--- config.mk ---
export PLATFORM = sky130hd
export DESIGN_NAME = pru_back
export DESIGN_NICKNAME = d
export VERILOG_FILES = /design/src/rtl/pru_pkg.sv /design/src/rtl/pru_back.sv
export SDC_FILE = /design/constraint.sdc
export NUM_CORES = 1
export LEC_CHECK = 0
export ABC_AREA = 1
export ABC_CLOCK_PERIOD_IN_PS = 3400
export BUFFER_PORTS_ARGS = -buffer_cell sky130_fd_sc_hd__buf_2
export CAP_MARGIN = 40
export CORE_AREA = 2 2 71 73
export DETAILED_ROUTE_END_ITERATION = 7
export DIE_AREA = 0 0 73 75
export GPL_TIMING_DRIVEN = 0
export PLACE_DENSITY_LB_ADDON = 0.15
export SYNTH_ARGS = -nofsm -noshare
export SYNTH_HDL_FRONTEND = slang
export SYNTH_SLANG_ARGS = --single-unit
--- constraint.sdc ---
create_clock -name clock -period 3.4 [get_ports clock]
set_input_delay 0.34 -clock clock [delete_from_list [all_inputs] [get_ports clock]]
set_output_delay 0.34 -clock clock [all_outputs]
set_load 0.05 [all_outputs]
--- src/rtl/pru_pkg.sv ---
`timescale 1ns / 1ps
// ----------------------------------------------------------------------------
// Pixel replicate upscaler package
// Shared constants, codes and the command record passed from front to back.
// ----------------------------------------------------------------------------
package pru_pkg;

   localparam int PIXEL_W       = 24;
   localparam int SCALE_W       = 7;
   localparam int ROW_WIDTH_W   = 12;
   localparam int PAD_W         = 2;
   localparam int CSR_INDEX_W   = 1;
   localparam int CSR_DATA_W    = 12;
   localparam int QUEUE_DEPTH   = 4;

   localparam int MAX_ROW_WIDTH_DEFAULT = 2048;
   localparam int MAX_SCALE_DEFAULT     = 64;

   localparam logic [CSR_INDEX_W-1:0] CSR_SCALE_FACTOR = 1'b0;
   localparam logic [CSR_INDEX_W-1:0] CSR_ROW_WIDTH    = 1'b1;

   localparam logic REQ_PIXEL  = 1'b0;
   localparam logic REQ_REPLAY = 1'b1;

   typedef struct packed {
      logic [PIXEL_W-1:0] pixel;
      logic [SCALE_W-1:0] count;
      logic               ends_row;
      logic [PAD_W-1:0]   pad;
      logic               error;
   } cmd_type;

endpackage

--- src/rtl/pru_back.sv ---
`timescale 1ns / 1ps
// ----------------------------------------------------------------------------
// Pixel replicate upscaler back end
// Expands each command into its run of replicated pixels, one per cycle unless
// the response port stalls, through a registered response stage.
// ----------------------------------------------------------------------------
module pru_back (
   input  logic                          clock,
   input  logic                          reset,
   input  logic                          cmd_valid,
   output logic                          cmd_ready,
   input  pru_pkg::cmd_type              cmd_data,
   output logic                          rsp_valid,
   input  logic                          rsp_ready,
   output logic [pru_pkg::PIXEL_W-1:0]   rsp_pixel_out,
   output logic                          rsp_row_end,
   output logic [pru_pkg::PAD_W-1:0]     rsp_pad_bytes,
   output logic                          rsp_run_last,
   output logic                          rsp_error_flag
);

   pru_pkg::cmd_type              cur_ff, cur_in;
   logic [pru_pkg::SCALE_W-1:0]   remain_ff, remain_in;
   logic                          valid_ff, valid_in;
   logic [pru_pkg::PIXEL_W-1:0]   pixel_ff, pixel_in;
   logic                          row_end_ff, row_end_in;
   logic [pru_pkg::PAD_W-1:0]     pad_ff, pad_in;
   logic                          last_ff, last_in;
   logic                          error_ff, error_in;

   logic                          load;
   logic                          busy;
   logic                          emit;
   pru_pkg::cmd_type              src;
   logic [pru_pkg::SCALE_W-1:0]   src_remain;
   logic                          src_last;

   assign load      = !valid_ff || rsp_ready;
   assign busy      = (remain_ff != '0);
   assign cmd_ready = load && !busy;
   assign emit      = load && (busy || cmd_valid);
   assign src       = busy ? cur_ff : cmd_data;
   assign src_remain = busy ? remain_ff : cmd_data.count;
   assign src_last  = (src_remain == pru_pkg::SCALE_W'(1));

   always_comb begin
      cur_in     = cur_ff;
      remain_in  = remain_ff;
      valid_in   = valid_ff;
      pixel_in   = pixel_ff;
      row_end_in = row_end_ff;
      pad_in     = pad_ff;
      last_in    = last_ff;
      error_in   = error_ff;
      if (emit) begin
         cur_in     = src;
         remain_in  = src_remain - pru_pkg::SCALE_W'(1);
         valid_in   = 1'b1;
         pixel_in   = src.pixel;
         row_end_in = src_last && src.ends_row;
         pad_in     = src_last ? src.pad : '0;
         last_in    = src_last;
         error_in   = src.error;
      end else if (load) begin
         valid_in = 1'b0;
      end
   end

   always_ff @(posedge clock) begin
      if (reset) begin
         remain_ff <= '0;
         valid_ff  <= 1'b0;
      end else begin
         remain_ff <= remain_in;
         valid_ff  <= valid_in;
      end
      cur_ff     <= cur_in;
      pixel_ff   <= pixel_in;
      row_end_ff <= row_end_in;
      pad_ff     <= pad_in;
      last_ff    <= last_in;
      error_ff   <= error_in;
   end

   assign rsp_valid      = valid_ff;
   assign rsp_pixel_out  = pixel_ff;
   assign rsp_row_end    = row_end_ff;
   assign rsp_pad_bytes  = pad_ff;
   assign rsp_run_last   = last_ff;
   assign rsp_error_flag = error_ff;

endmodule

==> results.yml <==
outcome:
  status: "completed"
cells_and_area:
  final-seq-area_um2: 1120
  final_core_util_pct: 55.2
  final_layout_size_suffix_gt1_share_pct: 39.3
  multiInputGateArea_um2: 556
  stdcell_count: 359
  syn_to_final_growth_pct: 25.4
  num_antenna_cells: 0
  final_nets: 345
  fillers: 455
power:
  p_leak_nw: 1.34
  ir_drop_mv: 0.458
  p_sw_w: 0.00101
  seqPwrFrac_pct: 34.5
  finalPower_w: 0.00222
  powerDensity_nw_per_um2: 863
  combinationalPowerShare_pct: 52.1
  swShare_pct: 45.3
  pwr-share-clk_pct: 13.4
  internal-power_w: 0.00122
synth:
  yosysTopAreaCell: "edfxtp_1"
  synth-warning-count: 0
  yosysSeqAreaShare_pct: 54.7
  synth.net_count: 267
  synth_seq_cells: 40
  synth.most_common_cell: "inv_1"
  ys.flop_type: "edfxtp_1"
  synthCells: 226
  synth_edf_count: 32
  synth_top_area_share_pct: 46.9
  synth_common_cells: "inv_1, nor2_1, edfxtp_1, nand2_1, buf_4"
  ys_types: 25
  synth.avg_cell_area_um2: 9.07
  async_reset_ff_share_pct: 0
  synthTopCellsByArea: "edfxtp_1, buf_4, inv_1"
  syn_area_um2: 2050
worst_setup_path:
  end_kind: "flop"
  crit_type: "flop to flop"
  start_kind: "flop"
  path_max_fanout: 12
  regToRegStartpoint: "remain_ff[4]"
  critical_path_required_ps: 3400
  ff2ff_path_depth: 8
  reg2reg_to: "rsp_pixel_out[7]"
  worstPathArrival_ps: 2150
  rrSetupSlack_ps: 1250
global_route:
  antenna_found_initial: 0
  grt-ovfl-total: 0
  grt_pass1_vias: 1447
  track_usage_pct: 15.7
  grt_pass1_wl_mm: 6.41
  grt_max_degree: 15
detailed_routing:
  drtAntennaViolNets: 0
  routed_wl_mm: 3.86
  drtPass1Iterations: 4
  via_per_inst: 4.30
  drtIter0Drc: 64
  drc_errors: 0
  avgRoutedWirePerCell_um: 10.8
  vias: 1544
min_path:
  min_path_type: "input port to flop"
  hold_start: "cmd_data[1]"
  min_to: "cur_ff[1]"
  holdPathStages: 3
timing:
  fin_crit_ps: 2150
  setup_tns_ps: 0
  rsz0062_at_grt: "false"
  max_slew_margin_pct: 60.3
  fin_crit_sh_pct: 63.3
  fmax_mhz: 464
  fin_skew_ps: 5.15
  hold_viol: 0
  worstMarginPinSlew_ps: 593
  whs_ps: 343
  setup_viol: 0
  maxSlewViolCount: 0
clock_network:
  cts.sink_count: 40
  cts_tree: "built"
  cts_root_buffer: "clkbuf_8"
  clkLatencyLatePin_ps: 290
  clk_pin_slew_worst_paths_ps: 70
  cts_buffer_depth: 2
  cts_resized: 0
  cts-htree-levels: 2
  postCtsSetupBuffers: 0
  hold_buffers: 0
  numCtsBuffers: 5
die:
  rows: 25
  io_pins: 70
  dieArea_um2: 5480
  die_w_um: 73
  start_util_pct: 44.0
  fp.dieH_um: 75
  coreArea_um2: 4660
placed_design:
  port_buffers: 69
  dp_cells: 351
  gp_congestion: 0.849
  dpl.hpwl_mm: 2.97
run:
  cap_violations: 0
worst max path at each step:
stage | startpoint | to | slack [ps] | depth (start not counted)
floorplan | remain_ff[2] | rsp_error_flag | 230 | 6
global placement | remain_ff[2] | rsp_pixel_out[17] | -650 | 6
detailed placement | remain_ff[2] | rsp_pixel_out[3] | 1210 | 8
CTS | remain_ff[4] | rsp_pixel_out[3] | 1200 | 8
global route | remain_ff[4] | rsp_pixel_out[7] | 1080 | 8
finish | remain_ff[4] | rsp_pixel_out[7] | 1250 | 8
power groups by stage:
stage               Sequential, W  Combinational, W  Clock, W
finish                   0.000767           0.00116  0.000298
global placement         0.000780           0.00114         0
floorplan                0.000856          0.000833         0
global route             0.000780           0.00130  0.000332
CTS                      0.000768           0.00117  0.000315
detailed placement       0.000778           0.00117         0
worst max-delay path, cell delays in order (launching register included):
cell and delay [ps]:
dfxtp_1 350, nor2_2 140, nand2_2 90, inv_1 70, nand2_2 110, buf_2 200
nor3b_2 520, buf_6 230, buf_6 170
layout make-up:
| cell class | count | share of cell area (%) |
|---|---|---|
| Multi-Input combinational cell | 112 | 21.6 |
| Timing Repair Buffer | 71 | 14.3 |
| Inverter | 46 | 6.71 |
| Tap cell | 54 | 2.63 |
| Clock buffer | 7 | 2.97 |
| Clock inverter | 1 | 0.195 |
| Sequential cell | 40 | 43.6 |
| Buffer | 28 | 8.03 |
state kept, by name, summed over array words and instances, names as in the netlist:
register and cells:
rsp_valid 1, rsp_row_end 1, rsp_error_flag 1, rsp_pad_bytes 2
cur_ff 3, remain_ff 7, rsp_run_last 1, rsp_pixel_out 24
cell usage in the layout, fill, tap and decap left out, types with 2 or more instances in the layout:
cell	synthesis	final
clkbuf_8	0	5
and2_1	3	3
a21oi_1	6	6
nor2_1	40	40
nor2_2	2	2
ha_1	2	2
inv_1	45	45
nand2_1	31	31
buf_4	24	24
dfxtp_1	8	8
nand3_1	4	4
clkbuf_1	0	2
nand2_4	2	2
edfxtp_1	32	32
nand2_2	4	4
o21ai_0	10	10
buf_6	1	3
buf_2	3	72
metal layers:
metal,wire [um],track usage (%),vias to the layer above
met5,0,0,-
met4,75,7.41,0
met3,253,3.75,6
met2,1880,25.8,53
met1,1650,19.5,663
li1,-,-,822
through the flow:
| step | instance area [um^2] | setup WS [ps] |
|---|---|---|
| after global routing | 2570 | 1080 |
| after global placement | 2460 | -651 |
| after CTS | 2570 | 1200 |
| after floorplan | 2050 | 227 |
| after detailed placement | 2490 | 1210 |
| final | 2570 | 1250 |
kinds of logic after synthesis:
logic type | count (synthesis) | share of synthesized area [%]
buf+inv | 74 | 18.5
fa+ha+maj | 2 | 1.22
flops | 40 | 54.7
simple gates | 90 | 19.7
compound gates | 20 | 5.92
Note: power is estimated with default switching activity, not from simulation.
