**src/rtl/pru_pkg.sv**
```systemverilog
`timescale 1ns / 1ps
// ----------------------------------------------------------------------------
// Pixel replicate upscaler package
// Shared constants, codes and the command record passed from front to back.
// ----------------------------------------------------------------------------
package pru_pkg;

   localparam int PIXEL_W       = 24;
   localparam int SCALE_W       = 7;
   localparam int ROW_WIDTH_W   = 12;
   localparam int PAD_W         = 2;
   localparam int CSR_INDEX_W   = 1;
   localparam int CSR_DATA_W    = 12;
   localparam int QUEUE_DEPTH   = 4;

   localparam int MAX_ROW_WIDTH_DEFAULT = 2048;
   localparam int MAX_SCALE_DEFAULT     = 64;

   localparam logic [CSR_INDEX_W-1:0] CSR_SCALE_FACTOR = 1'b0;
   localparam logic [CSR_INDEX_W-1:0] CSR_ROW_WIDTH    = 1'b1;

   localparam logic REQ_PIXEL  = 1'b0;
   localparam logic REQ_REPLAY = 1'b1;

   typedef struct packed {
      logic [PIXEL_W-1:0] pixel;
      logic [SCALE_W-1:0] count;
      logic               ends_row;
      logic [PAD_W-1:0]   pad;
      logic               error;
   } cmd_type;

endpackage

```
**src/rtl/pru_queue.sv**
```systemverilog
`timescale 1ns / 1ps
// ----------------------------------------------------------------------------
// Pixel replicate upscaler command queue
// Small register queue that decouples the front end from the back end.
// ----------------------------------------------------------------------------
module pru_queue #(
   parameter int WIDTH = $bits(pru_pkg::cmd_type),
   parameter int DEPTH = pru_pkg::QUEUE_DEPTH
) (
   input  logic             clock,
   input  logic             reset,
   input  logic             in_valid,
   output logic             in_ready,
   input  logic [WIDTH-1:0] in_data,
   output logic             out_valid,
   input  logic             out_ready,
   output logic [WIDTH-1:0] out_data
);

   localparam int PTR_W = (DEPTH > 1) ? $clog2(DEPTH) : 1;
   localparam int CNT_W = $clog2(DEPTH + 1);

   logic [WIDTH-1:0] entries_ff [DEPTH];
   logic [PTR_W-1:0] wr_ptr_ff, wr_ptr_in;
   logic [PTR_W-1:0] rd_ptr_ff, rd_ptr_in;
   logic [CNT_W-1:0] count_ff, count_in;
   logic             push;
   logic             pop;

   assign in_ready  = (count_ff != CNT_W'(DEPTH));
   assign out_valid = (count_ff != '0);
   assign push      = in_valid && in_ready;
   assign pop       = out_ready && out_valid;
   assign out_data  = entries_ff[rd_ptr_ff];

   always_comb begin
      wr_ptr_in = wr_ptr_ff;
      rd_ptr_in = rd_ptr_ff;
      count_in  = count_ff;
      if (push) begin
         wr_ptr_in = (wr_ptr_ff == PTR_W'(DEPTH - 1)) ? '0 : wr_ptr_ff + PTR_W'(1);
      end
      if (pop) begin
         rd_ptr_in = (rd_ptr_ff == PTR_W'(DEPTH - 1)) ? '0 : rd_ptr_ff + PTR_W'(1);
      end
      if (push && !pop) begin
         count_in = count_ff + CNT_W'(1);
      end else if (pop && !push) begin
         count_in = count_ff - CNT_W'(1);
      end
   end

   always_ff @(posedge clock) begin
      if (reset) begin
         wr_ptr_ff <= '0;
         rd_ptr_ff <= '0;
         count_ff  <= '0;
      end else begin
         wr_ptr_ff <= wr_ptr_in;
         rd_ptr_ff <= rd_ptr_in;
         count_ff  <= count_in;
      end
      if (push) begin
         entries_ff[wr_ptr_ff] <= in_data;
      end
   end

endmodule

```
**config.mk**
```make
export PLATFORM = sky130hd
export DESIGN_NAME = pru_queue
export DESIGN_NICKNAME = d
export VERILOG_FILES = /design/src/rtl/pru_pkg.sv /design/src/rtl/pru_queue.sv
export SDC_FILE = /design/constraint.sdc
export NUM_CORES = 1
export LEC_CHECK = 0
export ABC_CLOCK_PERIOD_IN_PS = 5470
export BUFFER_PORTS_ARGS = -buffer_cell sky130_fd_sc_hd__buf_2
export CAP_MARGIN = 20
export CORE_MARGIN = 2
export CORE_UTILIZATION = 38
export CTS_CLUSTER_SIZE = 30
export DETAILED_ROUTE_END_ITERATION = 8
export SYNTH_ARGS = -nofsm -noshare
export SYNTH_HDL_FRONTEND = slang
export SYNTH_SLANG_ARGS = --single-unit
```
**constraint.sdc**
```tcl
create_clock -name clock -period 5.47 [get_ports clock]
set_input_delay 0.547 -clock clock [delete_from_list [all_inputs] [get_ports clock]]
set_output_delay 0.547 -clock clock [all_outputs]
set_load 0.01 [all_outputs]
```
==> insert_results.sql <==
INSERT INTO impl_metrics (metric_group, metric, value, unit) VALUES
('sta', 'hold_ws', '0.350', 'ns'),
('run_status', 'outcome', 'finished clean', ''),
('die', 'start_util', '38.4', '%'),
('critical_path', 'cpMaxStageDelayCell', 'sky130_fd_sc_hd__dfxtp_2', ''),
('clocking', 'clk_path_buf_depth', '2', ''),
('yosys', 'synth.top_cells.by_count', 'sky130_fd_sc_hd__edfxtp_1 (140), sky130_fd_sc_hd__mux4_2 (35), sky130_fd_sc_hd__dfxtp_1 (9)', ''),
('flow_run', 'max_cap_viol_count', '0', ''),
('die', 'num_io_pins', '76', ''),
('place', 'detailed_placement_hpwl', '5.68', 'mm'),
('routing', 'drt-initial-drc-count', '179', ''),
('die', 'placement_rows', '44', ''),
('sta', 'maxClockFrequency', '0.347', 'GHz'),
('critical_path', 'cp.arrival', '2.33', 'ns'),
('clocking', 'postCtsHoldBufs', '0', ''),
('global_routing', 'gr-total-overflow', '0', ''),
('routing', 'post_drt_via_cell_ratio', '4.94', ''),
('clocking', 'cts_resized', '0', ''),
('critical_path', 'cp_num_buf_inv', '2', ''),
('critical_path', 'crit_path_end_kind', 'output pin', ''),
('place', 'dpl_cell_area', '0.00608', 'mm2'),
('place', 'gp_congestion', '0.655', ''),
('clocking', 'clkSinkCount', '149', ''),
('sta', 'timing.final.crit_period', '2.88', 'ns'),
('routing', 'detail-route-antenna-nets', '0', ''),
('critical_path', 'critPathMaxFanout', '23', ''),
('clocking', 'cts.reportedPaths.clkPinSlew', '0.06', 'ns'),
('sta', 'fin_worst_setup_slack', '2.59', 'ns'),
('sta', 'slew-limit-headroom', '32.2', '%'),
('clocking', 'clock_buffer_count_from_cts', '17', ''),
('die', 'fp.dieH', '125', 'um'),
('yosys', 'synth.net_count', '277', ''),
('global_routing', 'grt_max_degree', '36', ''),
('global_routing', 'number_of_antenna_violations_at_the_first_check_in_global_routing', '1', ''),
('critical_path', 'critical_path.startpoint_type', 'flop', ''),
('place', 'numPortBuffers', '75', ''),
('yosys', 'mapped_cell_area', '0.00552', 'mm2'),
('routing', 'totalWireLength', '9.80', 'mm'),
('die', 'core_region_area', '0.0144', 'mm2'),
('routing', 'detailedRoute.firstPassIterationCount', '4', ''),
('cells_and_area', 'post-route-cell-area', '0.00661', 'mm2'),
('die', 'die-area', '0.0155', 'mm2'),
('yosys', 'yosys.cell_types.count', '27', ''),
('die', 'chipWidth', '125', 'um'),
('cells_and_area', 'fill_cells', '1229', ''),
('critical_path', 'critPathKind', 'reg2out', ''),
('critical_path', 'required', '4.92', 'ns'),
('critical_path', 'path_cells', 'buf_4, mux4_2, buf_2', ''),
('sta', 'finalSetupTns', '0', 'ns'),
('yosys', 'synthMostInstantiatedCell', 'sky130_fd_sc_hd__edfxtp_1', ''),
('clocking', 'cts_root_buf', 'sky130_fd_sc_hd__clkbuf_16', ''),
('global_routing', 'vias_in_the_first_global_route', '2774', ''),
('global_routing', 'globalRouteTotalUtil', '13.6', '%'),
('yosys', 'synth_async_sr_flop_share', '0', '%'),
('yosys', 'yosys-top-cells-area', 'sky130_fd_sc_hd__edfxtp_1 (76%), sky130_fd_sc_hd__mux4_2 (14%), sky130_fd_sc_hd__dfxtp_1 (3.3%)', ''),
('global_routing', 'grt_pass1_wl', '15.4', 'mm'),
('sta', 'setup_failing_eps_final', '0', ''),
('power_and_ir_drop', 'total_power_per_unit_cell_area', '464', 'mW/mm2'),
('yosys', 'syn-instance-count', '231', ''),
('cells_and_area', 'design.final.nets', '362', ''),
('yosys', 'yosysWarningCount', '0', ''),
('yosys', 'syn_area_per_cell', '23.9', 'um2'),
('place', 'dpl_worst_slack', '2.93', 'ns'),
('clocking', 'clk_latency', '0.41', 'ns'),
('clocking', 'cts_tree', 'built', ''),
('sta', 'final_min_period_over_clock_period', '52.6', '%'),
('sta', 'skew', '0.00575', 'ns'),
('power_and_ir_drop', 'fin_total_pwr', '3.07', 'mW'),
('routing', 'detail_route.wl_per_cell', '19.1', 'um'),
('yosys', 'ys_dominant_reg_cell', 'sky130_fd_sc_hd__edfxtp_1', ''),
('yosys', 'post-synth-top-area-cell', 'sky130_fd_sc_hd__edfxtp_1', ''),
('critical_path', 'slowest_delay', '0.64', 'ns');
[cells in the final DEF (no fill, tap or decap), types with 2 or more instances in the layout]
cell type	instances
sky130_fd_sc_hd__nand2b_1	2
sky130_fd_sc_hd__clkinv_1	3
sky130_fd_sc_hd__or3_2	2
sky130_fd_sc_hd__ha_1	6
sky130_fd_sc_hd__xor2_1	2
sky130_fd_sc_hd__dfxtp_2	2
sky130_fd_sc_hd__and3_2	4
sky130_fd_sc_hd__mux2i_1	3
sky130_fd_sc_hd__edfxtp_1	140
sky130_fd_sc_hd__clkbuf_16	17
sky130_fd_sc_hd__mux4_2	35
sky130_fd_sc_hd__buf_2	75
sky130_fd_sc_hd__clkinv_2	7
sky130_fd_sc_hd__a21oi_1	2
sky130_fd_sc_hd__dfxtp_1	7
sky130_fd_sc_hd__inv_1	3
sky130_fd_sc_hd__nor2_1	3
[path summary, 6_finish.rpt]
path | end | start | cells past startpoint | slack (ns)
max | out_data[26] | flop | 3 | 2.59
min | entries_ff[1][21]$_DFFE_PP_ | in_data[21] | 1 | 0.35
max reg2reg | count_ff[2]$_SDFFE_PP0P_ | count_ff[0]$_SDFFE_PP0P_ | 7 | 3.03
min reg2reg | flop | rd_ptr_ff[0]$_SDFFE_PP0P_ | 2 | 0.49
[sequential cells by signal, indices dropped and copies added, names as in the netlist, named ones only]
name        count
rd_ptr_ff       2
count_ff        3
entries_ff    140
wr_ptr_ff       2
[through the flow]
| stage | util, % | cells |
|---|---|---|
| 3_3_place_gp | 42.3 | 481 |
| 5_1_grt | 46.0 | 512 |
| 6_report | 46.0 | 513 |
| 2_1_floorplan | - | 231 |
| 4_1_cts | 46.0 | 512 |
| 3_5_place_dp | 42.3 | 481 |
[logic make-up (layout without fill, tap and decap cells)]
family                   after synthesis  in the layout  share of synthesized area (%)
flip-flops                           149            149                           79.4
multiplexers                          38             38                           14.8
AND/OR/NAND/NOR                       17             17                           1.93
buffers and inverters                 13            110                           1.20
adder cells (fa/ha/maj)                7              7                           1.72
AO/OA/AOI/OAI                          5              5                          0.634
XOR/XNOR                               2              2                          0.317
other                                  0              1                              0
[final cells by class]
cell class,instances,area (um2),share of cell area [%]
timing repair buffer,76,383,5.79
clock buffer,18,429,6.49
tap,184,230,3.48
clock inverter,13,92.6,1.40
sequential,149,4390,66.4
inverter,3,11.3,0.170
antenna,1,2.50,0.0379
multi-input combinational,69,1070,16.2
[per-layer routing]
layer | up-vias | wire (um) | GRT usage [%]
li1 | 1141 | - | -
met1 | 1318 | 4130 | 16.4
met2 | 65 | 4950 | 22.1
met3 | 12 | 536 | 5.33
met4 | 0 | 179 | 5.35
met5 | - | 0 | 0
[power by group]
group          internal, mW  switching [mW]  total (mW)
clock network         0.611           0.415        1.03
registers              1.39          0.0730        1.46
logic                 0.284           0.296       0.580
total                  2.28           0.784        3.07
(Power assumes the default switching activity.)
